### src/hw/rtl/umpt_pkg.sv
`timescale 1ns / 1ps
`default_nettype none
// ----------------------------------------------------------------------------
// Unsorted max-priority table: shared definitions
// Types, codes and widths used by the table controller, its memories and the
// top level.
// ----------------------------------------------------------------------------
package umpt_pkg;

    // Fixed field widths of the item interface.
    localparam int DATA_W       = 32;
    localparam int IDX_W        = 6;
    localparam int CNT_W        = 7;
    localparam int FUNC_W       = 3;
    localparam int STATUS_W     = 2;
    localparam int DEF_CAPACITY = 64;

    // Operation codes; the eighth code is unused and does nothing.
    typedef enum logic [FUNC_W-1:0] {
        FUNC_INSERT    = 3'd0,
        FUNC_EXTRACT   = 3'd1,
        FUNC_PEEK      = 3'd2,
        FUNC_FIND      = 3'd3,
        FUNC_SET_KEY   = 3'd4,
        FUNC_SET_VALUE = 3'd5,
        FUNC_CLEAR     = 3'd6
    } t_func;

    // Result status codes.
    typedef enum logic [STATUS_W-1:0] {
        ST_OK    = 2'd0,
        ST_NONE  = 2'd1,
        ST_FULL  = 2'd2,
        ST_RANGE = 2'd3
    } t_status;

    // Controller sequencer states.
    typedef enum logic [2:0] {
        S_IDLE,
        S_EXEC,
        S_SCAN,
        S_EXWR,
        S_FIN
    } t_state;

    // One input item.
    typedef struct packed {
        logic [FUNC_W-1:0]        func;
        logic signed [DATA_W-1:0] key;
        logic signed [DATA_W-1:0] value;
        logic [IDX_W-1:0]         entry_index;
    } t_in_item;

    // One result item.
    typedef struct packed {
        logic [STATUS_W-1:0]      status;
        logic signed [DATA_W-1:0] out_key;
        logic signed [DATA_W-1:0] out_value;
        logic [IDX_W-1:0]         out_index;
        logic [CNT_W-1:0]         entry_count;
    } t_out_item;

endpackage
`default_nettype wire

### src/hw/rtl/umpt_ram.sv
`timescale 1ns / 1ps
`default_nettype none
// ----------------------------------------------------------------------------
// Unsorted max-priority table: entry memory
// Simple dual-port synchronous memory, one write and one read port, with a
// registered read.
// ----------------------------------------------------------------------------
module umpt_ram #(
    parameter int WIDTH = umpt_pkg::DATA_W,
    parameter int DEPTH = umpt_pkg::DEF_CAPACITY
) (
    input  wire logic                     i_clk,
    input  wire logic                     i_we,
    input  wire logic [$clog2(DEPTH)-1:0] i_waddr,
    input  wire logic [WIDTH-1:0]         i_wdata,
    input  wire logic [$clog2(DEPTH)-1:0] i_raddr,
    output logic      [WIDTH-1:0]         o_rdata
);

    logic [WIDTH-1:0] r_mem [DEPTH];
    logic [WIDTH-1:0] r_rdata;

    // Write port.
    always_ff @(posedge i_clk) begin
        if (i_we) begin
            r_mem[i_waddr] <= i_wdata;
        end
    end

    // Registered read port.
    always_ff @(posedge i_clk) begin
        r_rdata <= r_mem[i_raddr];
    end

    assign o_rdata = r_rdata;

endmodule
`default_nettype wire

### src/hw/rtl/umpt_ctrl.sv
`timescale 1ns / 1ps
`default_nettype none
// ----------------------------------------------------------------------------
// Unsorted max-priority table: controller
// Sequencer that runs one item at a time against the key and value memories:
// single writes for insert and set, a linear read scan for extract, peek and
// find, and a write-back of the last entry after an extract.
// ----------------------------------------------------------------------------
module umpt_ctrl #(
    parameter int CAPACITY = umpt_pkg::DEF_CAPACITY
) (
    input  wire logic                                 i_clk,
    input  wire logic                                 i_rst_n,
    // Item input.
    input  wire logic                                 i_in_valid,
    output logic                                      o_in_ready,
    input  wire umpt_pkg::t_in_item                   i_in_item,
    // Result towards the output register.
    output logic                                      o_res_valid,
    input  wire logic                                 i_res_ready,
    output umpt_pkg::t_out_item                       o_res_item,
    // Key memory.
    output logic                                      o_key_we,
    output logic [$clog2(CAPACITY)-1:0]               o_key_waddr,
    output logic [umpt_pkg::DATA_W-1:0]               o_key_wdata,
    input  wire logic [umpt_pkg::DATA_W-1:0]          i_key_rdata,
    // Value memory.
    output logic                                      o_val_we,
    output logic [$clog2(CAPACITY)-1:0]               o_val_waddr,
    output logic [umpt_pkg::DATA_W-1:0]               o_val_wdata,
    input  wire logic [umpt_pkg::DATA_W-1:0]          i_val_rdata,
    // Shared read address.
    output logic [$clog2(CAPACITY)-1:0]               o_raddr
);

    localparam int AW    = $clog2(CAPACITY);
    localparam int CW    = $clog2(CAPACITY + 1);
    localparam int CMP_W = (CW > umpt_pkg::IDX_W) ? CW : umpt_pkg::IDX_W;
    localparam int DW    = umpt_pkg::DATA_W;

    umpt_pkg::t_state   r_state, n_state;
    umpt_pkg::t_in_item r_item, n_item;
    logic [CW-1:0]      r_count, n_count;
    logic [CW-1:0]      r_addr, n_addr;
    logic               r_pend, n_pend;
    logic [AW-1:0]      r_pidx, n_pidx;
    logic [DW-1:0]      r_best_key, n_best_key;
    logic [DW-1:0]      r_best_val, n_best_val;
    logic [AW-1:0]      r_best_idx, n_best_idx;
    logic               r_found, n_found;
    logic [DW-1:0]      r_last_key, n_last_key;
    logic [DW-1:0]      r_last_val, n_last_val;
    logic [umpt_pkg::STATUS_W-1:0] r_status, n_status;
    logic [DW-1:0]      r_okey, n_okey;
    logic [DW-1:0]      r_oval, n_oval;
    logic [umpt_pkg::IDX_W-1:0]    r_oidx, n_oidx;

    logic          issue;
    logic          in_range;
    logic          is_find;
    logic [AW-1:0] idx_addr;

    // Control state.
    always_ff @(posedge i_clk) begin
        if (!i_rst_n) begin
            r_state <= umpt_pkg::S_IDLE;
            r_count <= '0;
            r_pend  <= 1'b0;
            r_found <= 1'b0;
        end else begin
            r_state <= n_state;
            r_count <= n_count;
            r_pend  <= n_pend;
            r_found <= n_found;
        end
    end

    // Payload and scan registers.
    always_ff @(posedge i_clk) begin
        r_item     <= n_item;
        r_addr     <= n_addr;
        r_pidx     <= n_pidx;
        r_best_key <= n_best_key;
        r_best_val <= n_best_val;
        r_best_idx <= n_best_idx;
        r_last_key <= n_last_key;
        r_last_val <= n_last_val;
        r_status   <= n_status;
        r_okey     <= n_okey;
        r_oval     <= n_oval;
        r_oidx     <= n_oidx;
    end

    // Decoded item properties.
    assign issue    = (r_addr < r_count);
    assign in_range = (CMP_W'(r_item.entry_index) < CMP_W'(r_count));
    assign is_find  = (r_item.func == umpt_pkg::FUNC_FIND);
    assign idx_addr = AW'(r_item.entry_index);

    // Next state, memory accesses and result.
    always_comb begin
        n_state    = r_state;
        n_item     = r_item;
        n_count    = r_count;
        n_addr     = r_addr;
        n_pend     = r_pend;
        n_pidx     = r_pidx;
        n_best_key = r_best_key;
        n_best_val = r_best_val;
        n_best_idx = r_best_idx;
        n_found    = r_found;
        n_last_key = r_last_key;
        n_last_val = r_last_val;
        n_status   = r_status;
        n_okey     = r_okey;
        n_oval     = r_oval;
        n_oidx     = r_oidx;
        o_key_we    = 1'b0;
        o_val_we    = 1'b0;
        o_key_waddr = r_best_idx;
        o_val_waddr = r_best_idx;
        o_key_wdata = r_last_key;
        o_val_wdata = r_last_val;
        o_raddr     = r_addr[AW-1:0];
        o_in_ready  = 1'b0;
        o_res_valid = 1'b0;

        case (r_state)
            umpt_pkg::S_IDLE: begin
                o_in_ready = 1'b1;
                if (i_in_valid) begin
                    n_item  = i_in_item;
                    n_state = umpt_pkg::S_EXEC;
                end
            end

            umpt_pkg::S_EXEC: begin
                n_status = umpt_pkg::ST_OK;
                n_okey   = '0;
                n_oval   = '0;
                n_oidx   = '0;
                n_addr   = '0;
                n_pend   = 1'b0;
                n_found  = 1'b0;
                n_state  = umpt_pkg::S_FIN;
                case (r_item.func)
                    umpt_pkg::FUNC_INSERT: begin
                        if (r_count == CW'(CAPACITY)) begin
                            n_status = umpt_pkg::ST_FULL;
                        end else begin
                            o_key_we    = 1'b1;
                            o_val_we    = 1'b1;
                            o_key_waddr = r_count[AW-1:0];
                            o_val_waddr = r_count[AW-1:0];
                            o_key_wdata = r_item.key;
                            o_val_wdata = r_item.value;
                            n_oidx      = umpt_pkg::IDX_W'(r_count);
                            n_count     = CW'(r_count + 1'b1);
                        end
                    end
                    umpt_pkg::FUNC_EXTRACT, umpt_pkg::FUNC_PEEK: begin
                        if (r_count == '0) begin
                            n_status = umpt_pkg::ST_NONE;
                        end else begin
                            n_state = umpt_pkg::S_SCAN;
                        end
                    end
                    umpt_pkg::FUNC_FIND: begin
                        n_state = umpt_pkg::S_SCAN;
                    end
                    umpt_pkg::FUNC_SET_KEY: begin
                        n_oidx = r_item.entry_index;
                        if (in_range) begin
                            o_key_we    = 1'b1;
                            o_key_waddr = idx_addr;
                            o_key_wdata = r_item.key;
                        end else begin
                            n_status = umpt_pkg::ST_RANGE;
                        end
                    end
                    umpt_pkg::FUNC_SET_VALUE: begin
                        n_oidx = r_item.entry_index;
                        if (in_range) begin
                            o_val_we    = 1'b1;
                            o_val_waddr = idx_addr;
                            o_val_wdata = r_item.value;
                        end else begin
                            n_status = umpt_pkg::ST_RANGE;
                        end
                    end
                    umpt_pkg::FUNC_CLEAR: begin
                        n_count = '0;
                    end
                    default: begin
                    end
                endcase
            end

            umpt_pkg::S_SCAN: begin
                // Issue one read a cycle; its data is examined in the next cycle.
                if (issue) begin
                    n_addr = CW'(r_addr + 1'b1);
                    n_pend = 1'b1;
                    n_pidx = r_addr[AW-1:0];
                end else begin
                    n_pend = 1'b0;
                end

                if (r_pend) begin
                    // The final entry read is the last slot, kept for extract.
                    n_last_key = i_key_rdata;
                    n_last_val = i_val_rdata;
                    if (is_find) begin
                        if (!r_found && (i_val_rdata == r_item.value)) begin
                            n_found    = 1'b1;
                            n_best_key = i_key_rdata;
                            n_best_val = i_val_rdata;
                            n_best_idx = r_pidx;
                        end
                    end else if ((r_pidx == '0) ||
                                 ($signed(i_key_rdata) > $signed(r_best_key))) begin
                        n_best_key = i_key_rdata;
                        n_best_val = i_val_rdata;
                        n_best_idx = r_pidx;
                    end
                end

                // All entries issued and examined.
                if (!issue && !r_pend) begin
                    n_state = umpt_pkg::S_FIN;
                    if (is_find && !r_found) begin
                        n_status = umpt_pkg::ST_NONE;
                    end else begin
                        n_okey = r_best_key;
                        n_oval = r_best_val;
                        n_oidx = umpt_pkg::IDX_W'(r_best_idx);
                    end
                    if (r_item.func == umpt_pkg::FUNC_EXTRACT) begin
                        n_state = umpt_pkg::S_EXWR;
                    end
                end
            end

            umpt_pkg::S_EXWR: begin
                // Move the last entry into the freed slot.
                o_key_we = 1'b1;
                o_val_we = 1'b1;
                n_count  = CW'(r_count - 1'b1);
                n_state  = umpt_pkg::S_FIN;
            end

            umpt_pkg::S_FIN: begin
                o_res_valid = 1'b1;
                if (i_res_ready) begin
                    n_state = umpt_pkg::S_IDLE;
                end
            end

            default: begin
                n_state = umpt_pkg::S_IDLE;
            end
        endcase
    end

    // Result item; the count is already the one after the operation.
    always_comb begin
        o_res_item.status      = r_status;
        o_res_item.out_key     = r_okey;
        o_res_item.out_value   = r_oval;
        o_res_item.out_index   = r_oidx;
        o_res_item.entry_count = umpt_pkg::CNT_W'(r_count);
    end

endmodule
`default_nettype wire

### src/hw/rtl/unsorted_max_priority_table.sv
`timescale 1ns / 1ps
`default_nettype none
// ----------------------------------------------------------------------------
// Unsorted max-priority table
// Key/value table in insertion order used as a max-priority queue, with the
// entries held in two synchronous memories and a registered result output.
// ----------------------------------------------------------------------------
// Items are handled one at a time. Insert, set key, set value, clear, the
// unused code, and peek or extract on an empty table go from the execute
// step straight to the result. Extract, peek and find otherwise scan the
// held entries through the memory read port, one entry a cycle, and a find
// on an empty table scans none; extract then writes the last entry back
// into the freed slot. The next item is accepted in the cycle after the
// controller has handed its result on, even if the output register is
// still waiting; while both hold a result the input stays closed.
// ----------------------------------------------------------------------------
module unsorted_max_priority_table #(
    parameter int CAPACITY = umpt_pkg::DEF_CAPACITY
) (
    input  wire logic                i_clk,
    input  wire logic                i_rst_n,
    input  wire logic                i_in_valid,
    output logic                     o_in_ready,
    input  wire umpt_pkg::t_in_item  i_in_item,
    output logic                     o_out_valid,
    input  wire logic                i_out_ready,
    output umpt_pkg::t_out_item      o_out_item
);

    localparam int AW = $clog2(CAPACITY);
    localparam int DW = umpt_pkg::DATA_W;

    logic                w_res_valid;
    logic                w_res_ready;
    umpt_pkg::t_out_item w_res_item;
    logic                w_key_we;
    logic [AW-1:0]       w_key_waddr;
    logic [DW-1:0]       w_key_wdata;
    logic [DW-1:0]       w_key_rdata;
    logic                w_val_we;
    logic [AW-1:0]       w_val_waddr;
    logic [DW-1:0]       w_val_wdata;
    logic [DW-1:0]       w_val_rdata;
    logic [AW-1:0]       w_raddr;

    logic                r_out_valid;
    umpt_pkg::t_out_item r_out_item;

    // Sequencer.
    umpt_ctrl #(
        .CAPACITY (CAPACITY)
    ) u_ctrl (
        .i_clk       (i_clk),
        .i_rst_n     (i_rst_n),
        .i_in_valid  (i_in_valid),
        .o_in_ready  (o_in_ready),
        .i_in_item   (i_in_item),
        .o_res_valid (w_res_valid),
        .i_res_ready (w_res_ready),
        .o_res_item  (w_res_item),
        .o_key_we    (w_key_we),
        .o_key_waddr (w_key_waddr),
        .o_key_wdata (w_key_wdata),
        .i_key_rdata (w_key_rdata),
        .o_val_we    (w_val_we),
        .o_val_waddr (w_val_waddr),
        .o_val_wdata (w_val_wdata),
        .i_val_rdata (w_val_rdata),
        .o_raddr     (w_raddr)
    );

    // Key memory.
    umpt_ram #(
        .WIDTH (DW),
        .DEPTH (CAPACITY)
    ) u_key_ram (
        .i_clk   (i_clk),
        .i_we    (w_key_we),
        .i_waddr (w_key_waddr),
        .i_wdata (w_key_wdata),
        .i_raddr (w_raddr),
        .o_rdata (w_key_rdata)
    );

    // Value memory.
    umpt_ram #(
        .WIDTH (DW),
        .DEPTH (CAPACITY)
    ) u_val_ram (
        .i_clk   (i_clk),
        .i_we    (w_val_we),
        .i_waddr (w_val_waddr),
        .i_wdata (w_val_wdata),
        .i_raddr (w_raddr),
        .o_rdata (w_val_rdata)
    );

    // Output register: takes a result whenever it is empty or being emptied.
    assign w_res_ready = !r_out_valid || i_out_ready;

    always_ff @(posedge i_clk) begin
        if (!i_rst_n) begin
            r_out_valid <= 1'b0;
        end else if (w_res_valid && w_res_ready) begin
            r_out_valid <= 1'b1;
        end else if (i_out_ready) begin
            r_out_valid <= 1'b0;
        end
    end

    always_ff @(posedge i_clk) begin
        if (w_res_valid && w_res_ready) begin
            r_out_item <= w_res_item;
        end
    end

    assign o_out_valid = r_out_valid;
    assign o_out_item  = r_out_item;

`ifndef NO_ASSERTIONS
    // The controller never takes an item while it is presenting a result.
    a_accept_vs_result: assert property (@(posedge i_clk) disable iff (!i_rst_n)
        !(o_in_ready && w_res_valid))
        else $error("item accepted while a result was pending");

    // A result handed on appears at the output in the next cycle.
    a_result_lands: assert property (@(posedge i_clk) disable iff (!i_rst_n)
        (w_res_valid && w_res_ready) |=> o_out_valid)
        else $error("handed-on result did not reach the output register");

    // A full status is only reported with the table at capacity.
    a_full_count: assert property (@(posedge i_clk) disable iff (!i_rst_n)
        (o_out_valid && (o_out_item.status == umpt_pkg::ST_FULL)) |->
        (o_out_item.entry_count == umpt_pkg::CNT_W'(CAPACITY)))
        else $error("full status with the table below capacity");
`endif

endmodule
`default_nettype wire
### config.mk
export PLATFORM = sky130hd
export DESIGN_NAME = unsorted_max_priority_table
export DESIGN_NICKNAME = d
export VERILOG_FILES = /design/src/hw/rtl/umpt_pkg.sv /design/src/hw/rtl/umpt_ram.sv /design/src/hw/rtl/umpt_ctrl.sv /design/src/hw/rtl/unsorted_max_priority_table.sv
export SDC_FILE = /design/constraint.sdc
export NUM_CORES = 2
export LEC_CHECK = 0
export BUFFER_PORTS_ARGS = -buffer_cell sky130_fd_sc_hd__buf_4
export CELL_PAD_IN_SITES_DETAIL_PLACEMENT = 1
export CELL_PAD_IN_SITES_GLOBAL_PLACEMENT = 2
export CORE_MARGIN = 2
export CORE_UTILIZATION = 45
export CTS_BUF_LIST = sky130_fd_sc_hd__clkbuf_8 sky130_fd_sc_hd__clkbuf_16
export CTS_CLUSTER_SIZE = 20
export DETAILED_ROUTE_END_ITERATION = 7
export PLACE_DENSITY = 0.81
export SETUP_SLACK_MARGIN = 0.4
export SLEW_MARGIN = 25
export SYNTH_ARGS = -nofsm -noshare
export SYNTH_HDL_FRONTEND = slang
export SYNTH_HIERARCHICAL = 1
export SYNTH_SLANG_ARGS = --single-unit
### constraint.sdc
create_clock -name i_clk -period 13.6 [get_ports i_clk]
set_input_delay 2.04 -clock i_clk [delete_from_list [all_inputs] [get_ports i_clk]]
set_output_delay 2.04 -clock i_clk [all_outputs]
set_load 0.05 [all_outputs]
# After elaboration in Yosys (flattened, before gate mapping)
# Memory sizes are Yosys's and may differ from the RTL's. A register that Yosys moved wholly into a read port is not among the register bits.
# Index checks and enable logic that the tools add are counted.
# W data, S select, Z words.
[word_totals] ff_bits=384 latch_bits=0 mem_bits_rw=4096 romBits=0 in_bits=77 output_inout_bits=81 word_cells=160 mem_count=2
[memory_table] name="u_key_ram.r_mem" words=64 width=32 rd=1 rd_ports_with_merged_regs=1 write_ports=1 line_no="umpt_ram.sv:20" source="logic [WIDTH-1:0] r_mem [DEPTH];"
[memory_table] name="u_val_ram.r_mem" words=64 width=32 rd=1 rd_ports_with_merged_regs=1 write_ports=1 line_no="umpt_ram.sv:20"
[op_classes] add_sub_neg=3 n_mul=0 div=0 magnitude_cmp=3 n_eq_ne=24 shifts=0 mux=73 n_bitwise=0 n_reduce_logical=30
[op_table] cell="$mux W32" n=16
[op_table] cell="$pmux W32 S2" n=4
[op_table] cell="$mux W6" n=10
[op_table] cell="$pmux W6 S2" n=4
[op_table] cell="$pmux W7 S2" n=3
[op_table] cell="$eq A32 B32 Y1" n=1
[op_table] cell="$gt A32 B32 Y1" n=1
[op_table] cell="$mux W1" n=15
[op_table] cell="$mux W3" n=5
[op_table] cell="$pmux W3 S5" n=1
[op_table] cell="$add A7 B1 Y7 const B" n=2
[op_table] cell="$mux W7" n=2
[op_table] cell="$eq A3 B2 Y1 const B" n=4
[op_table] cell="$eq A3 B3 Y1 const B" n=4
[op_table] cell="$ne A2 B1 Y1 const B" n=6
[op_table] cell="$pmux W1 S2" n=6
[op_table] cell="$reduce_and A3 Y1" n=4
[op_table] cell="$mux W2" n=4
[op_table] cell="$ne A2 B2 Y1 const B" n=4
[op_table] cell="$reduce_and A2 Y1" n=4
[op_table] cell="$reduce_and A4 Y1" n=2
[op_table] cell="$reduce_bool A2 Y1" n=4
[op_table] cell="$eq A7 B7 Y1 const B" n=1
[op_table] cell="$logic_not A7 Y1" n=1
[op_table] cell="other kinds (14)" n=25

# Logic depth before layout (Yosys ltp)
[depth] depth_word=6 mapped_depth=16 depth_no_buf=12

# Cells and area by module
# The synthesis kept the hierarchy.
[modules_own_cells] module="umpt_ram at u_key_ram" instances=1 cells_per_inst=3511 area_per_inst_um2=79039.6 seq_area_each_um2=62139.6
[modules_own_cells] module="umpt_ram at u_val_ram" instances=1 cells_per_inst=3324 area_per_inst_um2=78515.3 seq_area_each_um2=62139.6
[modules_own_cells] module="umpt_ctrl" instances=1 cells_per_inst=888 area_per_inst_um2=13202.7 seq_area_each_um2=9008.6
[modules_own_cells] module="unsorted_max_priority_table" instances=1 cells_per_inst=84 area_per_inst_um2=2429.8 seq_area_each_um2=2392.3

# Least setup slack after synthesis
# OpenSTA, ideal clock, no wires.
[synth_timing] kind="flip-flop to flip-flop" start="register u_ctrl.r_state[0]" end="register u_ctrl/r_oidx[0] (netlist name), enable pin" setup_ns=0.599 arrival_ns=7.517 required_ns=13.001 path_slack_ns=5.485 path_stages_with_launch=8 n_path_buf=2 period_less_slack_ns=8.115 cell_sequence="dfxtp_1 buf_4 nor3_1 and2_1 clkbuf_1 nor4b_1 nor3_1 nor3b_1"
[synth_between] elab_chain_len=3 word_cells_on_any_way=6 classes_between="eq/ne (4); reduce/logical (2)"
[synth_rtl] element="from (decl)" line_no="umpt_ctrl.sv:41" source="umpt_pkg::t_state r_state, n_state;"
[synth_rtl] element="from (signal assigned)" line_no="umpt_ctrl.sv:66" source="r_state <= umpt_pkg::S_IDLE;"
[synth_rtl] element="from (signal assigned)" line_no="umpt_ctrl.sv:71" source="r_state <= n_state;"
[synth_rtl] element="$eq A3 B2 Y1 or $eq A3 B1 Y1 (tied branches)" line_no="umpt_ctrl.sv:128" source="case (r_state)"
[synth_rtl] element="$ne A2 B2 Y1 (no source line), or another cell as far along"
[synth_rtl] element="$reduce_and A3 Y1 (no source line) *"
[synth_rtl] element="to (signal assigned)" line_no="umpt_ctrl.sv:91" source="r_oidx <= n_oidx;"
[synth_rtl] element="to (decl)" line_no="umpt_ctrl.sv:56" source="logic [umpt_pkg::IDX_W-1:0] r_oidx, n_oidx;"
# Mark *: on every way between the ends. The rest lies on a longest branch, timed or not.
# A chain may end at the register's enable or synchronous reset.

# Worst setup path in the final report
[layout_timing] start="register u_ctrl.r_count[4]" end="memory u_key_ram/r_mem[40][11] (netlist name), enable pin"
[layout_between] elab_chain_len=6 word_cells_on_any_way=12 classes_between="order compare (1); eq/ne (1); mux (10)"
[layout_rtl] element="from (decl)" line_no="umpt_ctrl.sv:43" source="logic [CW-1:0] r_count, n_count;"
[layout_rtl] element="from (signal assigned)" line_no="umpt_ctrl.sv:72" source="r_count <= n_count;"
[layout_rtl] element="$lt A6 B7 Y1 or $eq A7 B7 Y1 (tied branches)" line_no="umpt_ctrl.sv:96, umpt_ctrl.sv:148"
[layout_rtl] element="$mux W1 (on tied branches)" line_no="umpt_ctrl.sv:173, umpt_ctrl.sv:148"
[layout_rtl] element="$pmux W1 S2 *" line_no="umpt_ctrl.sv:146" source="case (r_item.func)"
[layout_rtl] element="$pmux W1 S2 *" line_no="umpt_ctrl.sv:128"
[layout_rtl] element="named net w_key_we" line_no="unsorted_max_priority_table.sv:36" source="logic w_key_we;"
[layout_rtl] element="$mux W1 *" line_no="umpt_ram.sv:25" source="if (i_we) begin"
[layout_rtl] element="$mux W1 (not written as such) *" line_no="umpt_ram.sv:26" source="r_mem[i_waddr] <= i_wdata;"
[layout_rtl] element="to (decl)" line_no="umpt_ram.sv:20"
# Mark *: on every way through the listed nets, which the timed path passes. The rest lies on a longest branch.

==> metrics.yaml <==
critical_path:
  cp_slowest_cell: "nand4b_1"
  required_ns: 14.16
  path_class: "reg2reg"
  critPathMaxFanout: 18
  cp-end-kind: "register"
  path_cells: "inv_1 > ha_1 > a21o_1 > a21oi_1 > o21ai_0 > o21a_1 > nand2_1 > a31oi_1 > nor2_1 > nand4b_1 > nor2_4 > buf_4"
  cp-start-kind: "register"
  critical_path.max_stage_delay_ns: 0.95
  worstPathArrival_ns: 6.05
floorplanning:
  die_w_um: 624.4
  rows: 227
  die-area_um2: 389800
  start_util_pct: 45.27
  die_h_um: 624.4
  io_pins: 158
  core-area_um2: 382600
pwr:
  total_power_uw: 29450
  ir_worst_vdd_uv: 109.1
  p_leak_uw: 0.06175
  power_density_nw_per_um2: 149.9
grt:
  grt_pass1_wl_mm: 682.2
  grt-ovfl-total: 0
  grt_max_degree: 108
  grt_antenna_before_repair: 48
  grt.total_usage_pct: 24.57
  grt_pass1_vias: 87768
timing:
  hold_viol: 0
  worst_pin_slew_ns: 1.194
  fmax_ghz: 0.1823
  setup_violations: 0
  maxSlewViolCount: 0
  fin_setup_tns_ns: 0
  fin_skew_ns: 0.09651
  fin_crit_ns: 5.484
  rsz0062_at_grt: "no"
  finalCritPeriodShare_pct: 40.32
  maxSlewHeadroom_pct: 19.90
synthesis:
  yosys.area.top_type: "edfxtp_1"
  yosysUniqueCellTypes: 80
  yosys_warnings: 6
  synth_nets: 7930
  ys.flop_type: "edfxtp_1"
  synthesis.area_um2: 173200
  synth_seq_area_share_pct: 78.34
  async_flop_share_pct: 0
  synth_area_leaders: "edfxtp_1 (77%), mux4_2 (13%), mux2i_1 (1.6%), dfxtp_1 (0.89%), nor2_1 (0.65%)"
  synth_edf_count: 4467
  syn_avg_cell_area_um2: 22.18
  netlist.area_leader.share_pct: 77.45
  synth_cells: 7807
  ys_ff_latch: 4544
clock_tree:
  clkSlewWorstSetupHoldPaths_ns: 0.07
  hold_buffers: 0
  insertion_delay_ns: 0.96
  cts_resized: 0
  cts_root_buffer: "clkbuf_16"
  cts_setup_buffers: 0
  cts_tree: "done"
  cts_buffer_depth: 4
  cts_sinks: 4544
  cts_buffers: 425
  h-tree-depth: 5
drt:
  wirelength_mm: 484.1
  drc: 0
  ant_nets: 0
  detail_route.vias_per_cell: 6.344
  wl_per_cell_um: 35.55
  vias: 86405
  drt_pre_antenna_iters: 6
  drt_iter0_drc: 14338
final_layout:
  final_common_cell: "edfxtp_1"
  final_cell_mix: "edfxtp_1 (4,467), mux4_2 (990), clkbuf_16 (436)"
  fin_nets: 8343
  drive_gt1_share_pct: 26.21
  syn_to_final_growth_pct: 13.47
job:
  cap_violations: 0
run_status:
  status: "finished, final reports clean"
place:
  place.gp.congestion: 0.8617
  port_buffers: 157
  hpwlAfterDp_mm: 289.6
hold_path:
  hp-class: "reg2reg"
==> power by group <==
group	total (µW)	leakage [µW]	internal, µW	switching (µW)
sequential	15600	0.0409	15400	210
combinational	1960	0.0137	708	1250
clock	11900	0.00717	6740	5150
total	29400	0.0618	22800	6610
==> worst max-delay path, delay by kind of cell, from the launching register on <==
family	cells	cell delay [ns]
buf+inv	2	0.54
simple gates	4	2.75
compound gates	5	1.01
fa+ha+maj	1	0.33
flops	1	0.50
==> through the flow <==
| step | instances | instance area, µm² | hold slack [ns] | setup WS, ns | utilization [%] |
|---|---|---|---|---|---|
| after floorplan | 7807 | 173200 | 0.4003 | 5.485 | - |
| after global placement | 12756 | 180700 | 0.4055 | 7.934 | 47.24 |
| after detailed placement | 12814 | 182200 | 0.4063 | 8.083 | 47.61 |
| after CTS | 13589 | 196000 | 0.4125 | 8.092 | 51.23 |
| after global routing | 13607 | 196500 | 0.4178 | 7.895 | 51.36 |
| final | 13619 | 196500 | 0.4082 | 8.116 | 51.36 |
==> Yosys cell counts, drive strengths merged, types with 4 or more instances <==
cell    number
edfxtp    4467
mux4       990
nor2       301
mux2i      284
buf        254
clkbuf     170
a22oi      142
a21oi      129
o22ai      128
nand2       94
dfxtp       77
nand3       70
mux2        65
inv         49
ha          46
o21ai       45
o221ai      44
and2        43
nor2b       34
xnor2       32
nor3        31
a31oi       24
a211oi      22
nand2b      22
a22o        19
nand4       19
o211ai      19
and3        16
a211o       13
a311o       13
a311oi      13
nand3b      13
or2         13
o22a        12
a221o        9
or3          9
or3b         8
a221oi       7
xor2         7
and4         5
a21boi       4
a21o         4
a41o         4
o21a         4
o32ai        4
==> registers in the layout, summed over array words and instances, names as in the netlist, 67 cells and up <==
name / cells
u_key_ram/r_mem: 2048
u_ctrl/r_item: 67
u_val_ram/r_mem: 2048
o_out_item: 79
==> per-layer routing <==
layer	share of wire (%)	vias up	GRT usage [%]
li1	-	33732	-
met1	39	46417	35.61
met2	46	5525	37.85
met3	12	721	5.194
met4	3.0	10	7.164
met5	0.014	-	0
==> layout make-up <==
cell class              count  area (µm²)
repair buffers            411        4478
diodes                     13       32.53
multi-input cells        2789       35990
fillers                 33194      186100
inverters                  49       183.9
clock inverters           323        2708
well taps                5038        6304
clock buffers             452       11130
flip-flops and latches   4544      135700
==> worst paths after layout <==
kind | startpoint | end | slack, ns | cells past startpoint
max reg2reg | u_ctrl/r_count[4] | u_key_ram/r_mem[40][11] | 8.12 | 12
max | u_ctrl/r_count[4] | u_key_ram/r_mem[40][11] | 8.12 | 12
min | u_ctrl/r_okey[15] | o_out_item[60] | 0.41 | 0
min reg2reg | u_ctrl/r_okey[15] | o_out_item[60] | 0.41 | 0
==> kinds of logic after synthesis <==
group	share of synthesized area, %
AO/OA/AOI/OAI	2.701
XOR/XNOR	0.1972
buffers and inverters	1.514
flip-flops	78.34
adder cells (fa/ha/maj)	0.3323
AND/OR/NAND/NOR	1.909
multiplexers	15.00
No activity file was read; power rests on OpenSTA's default activity.
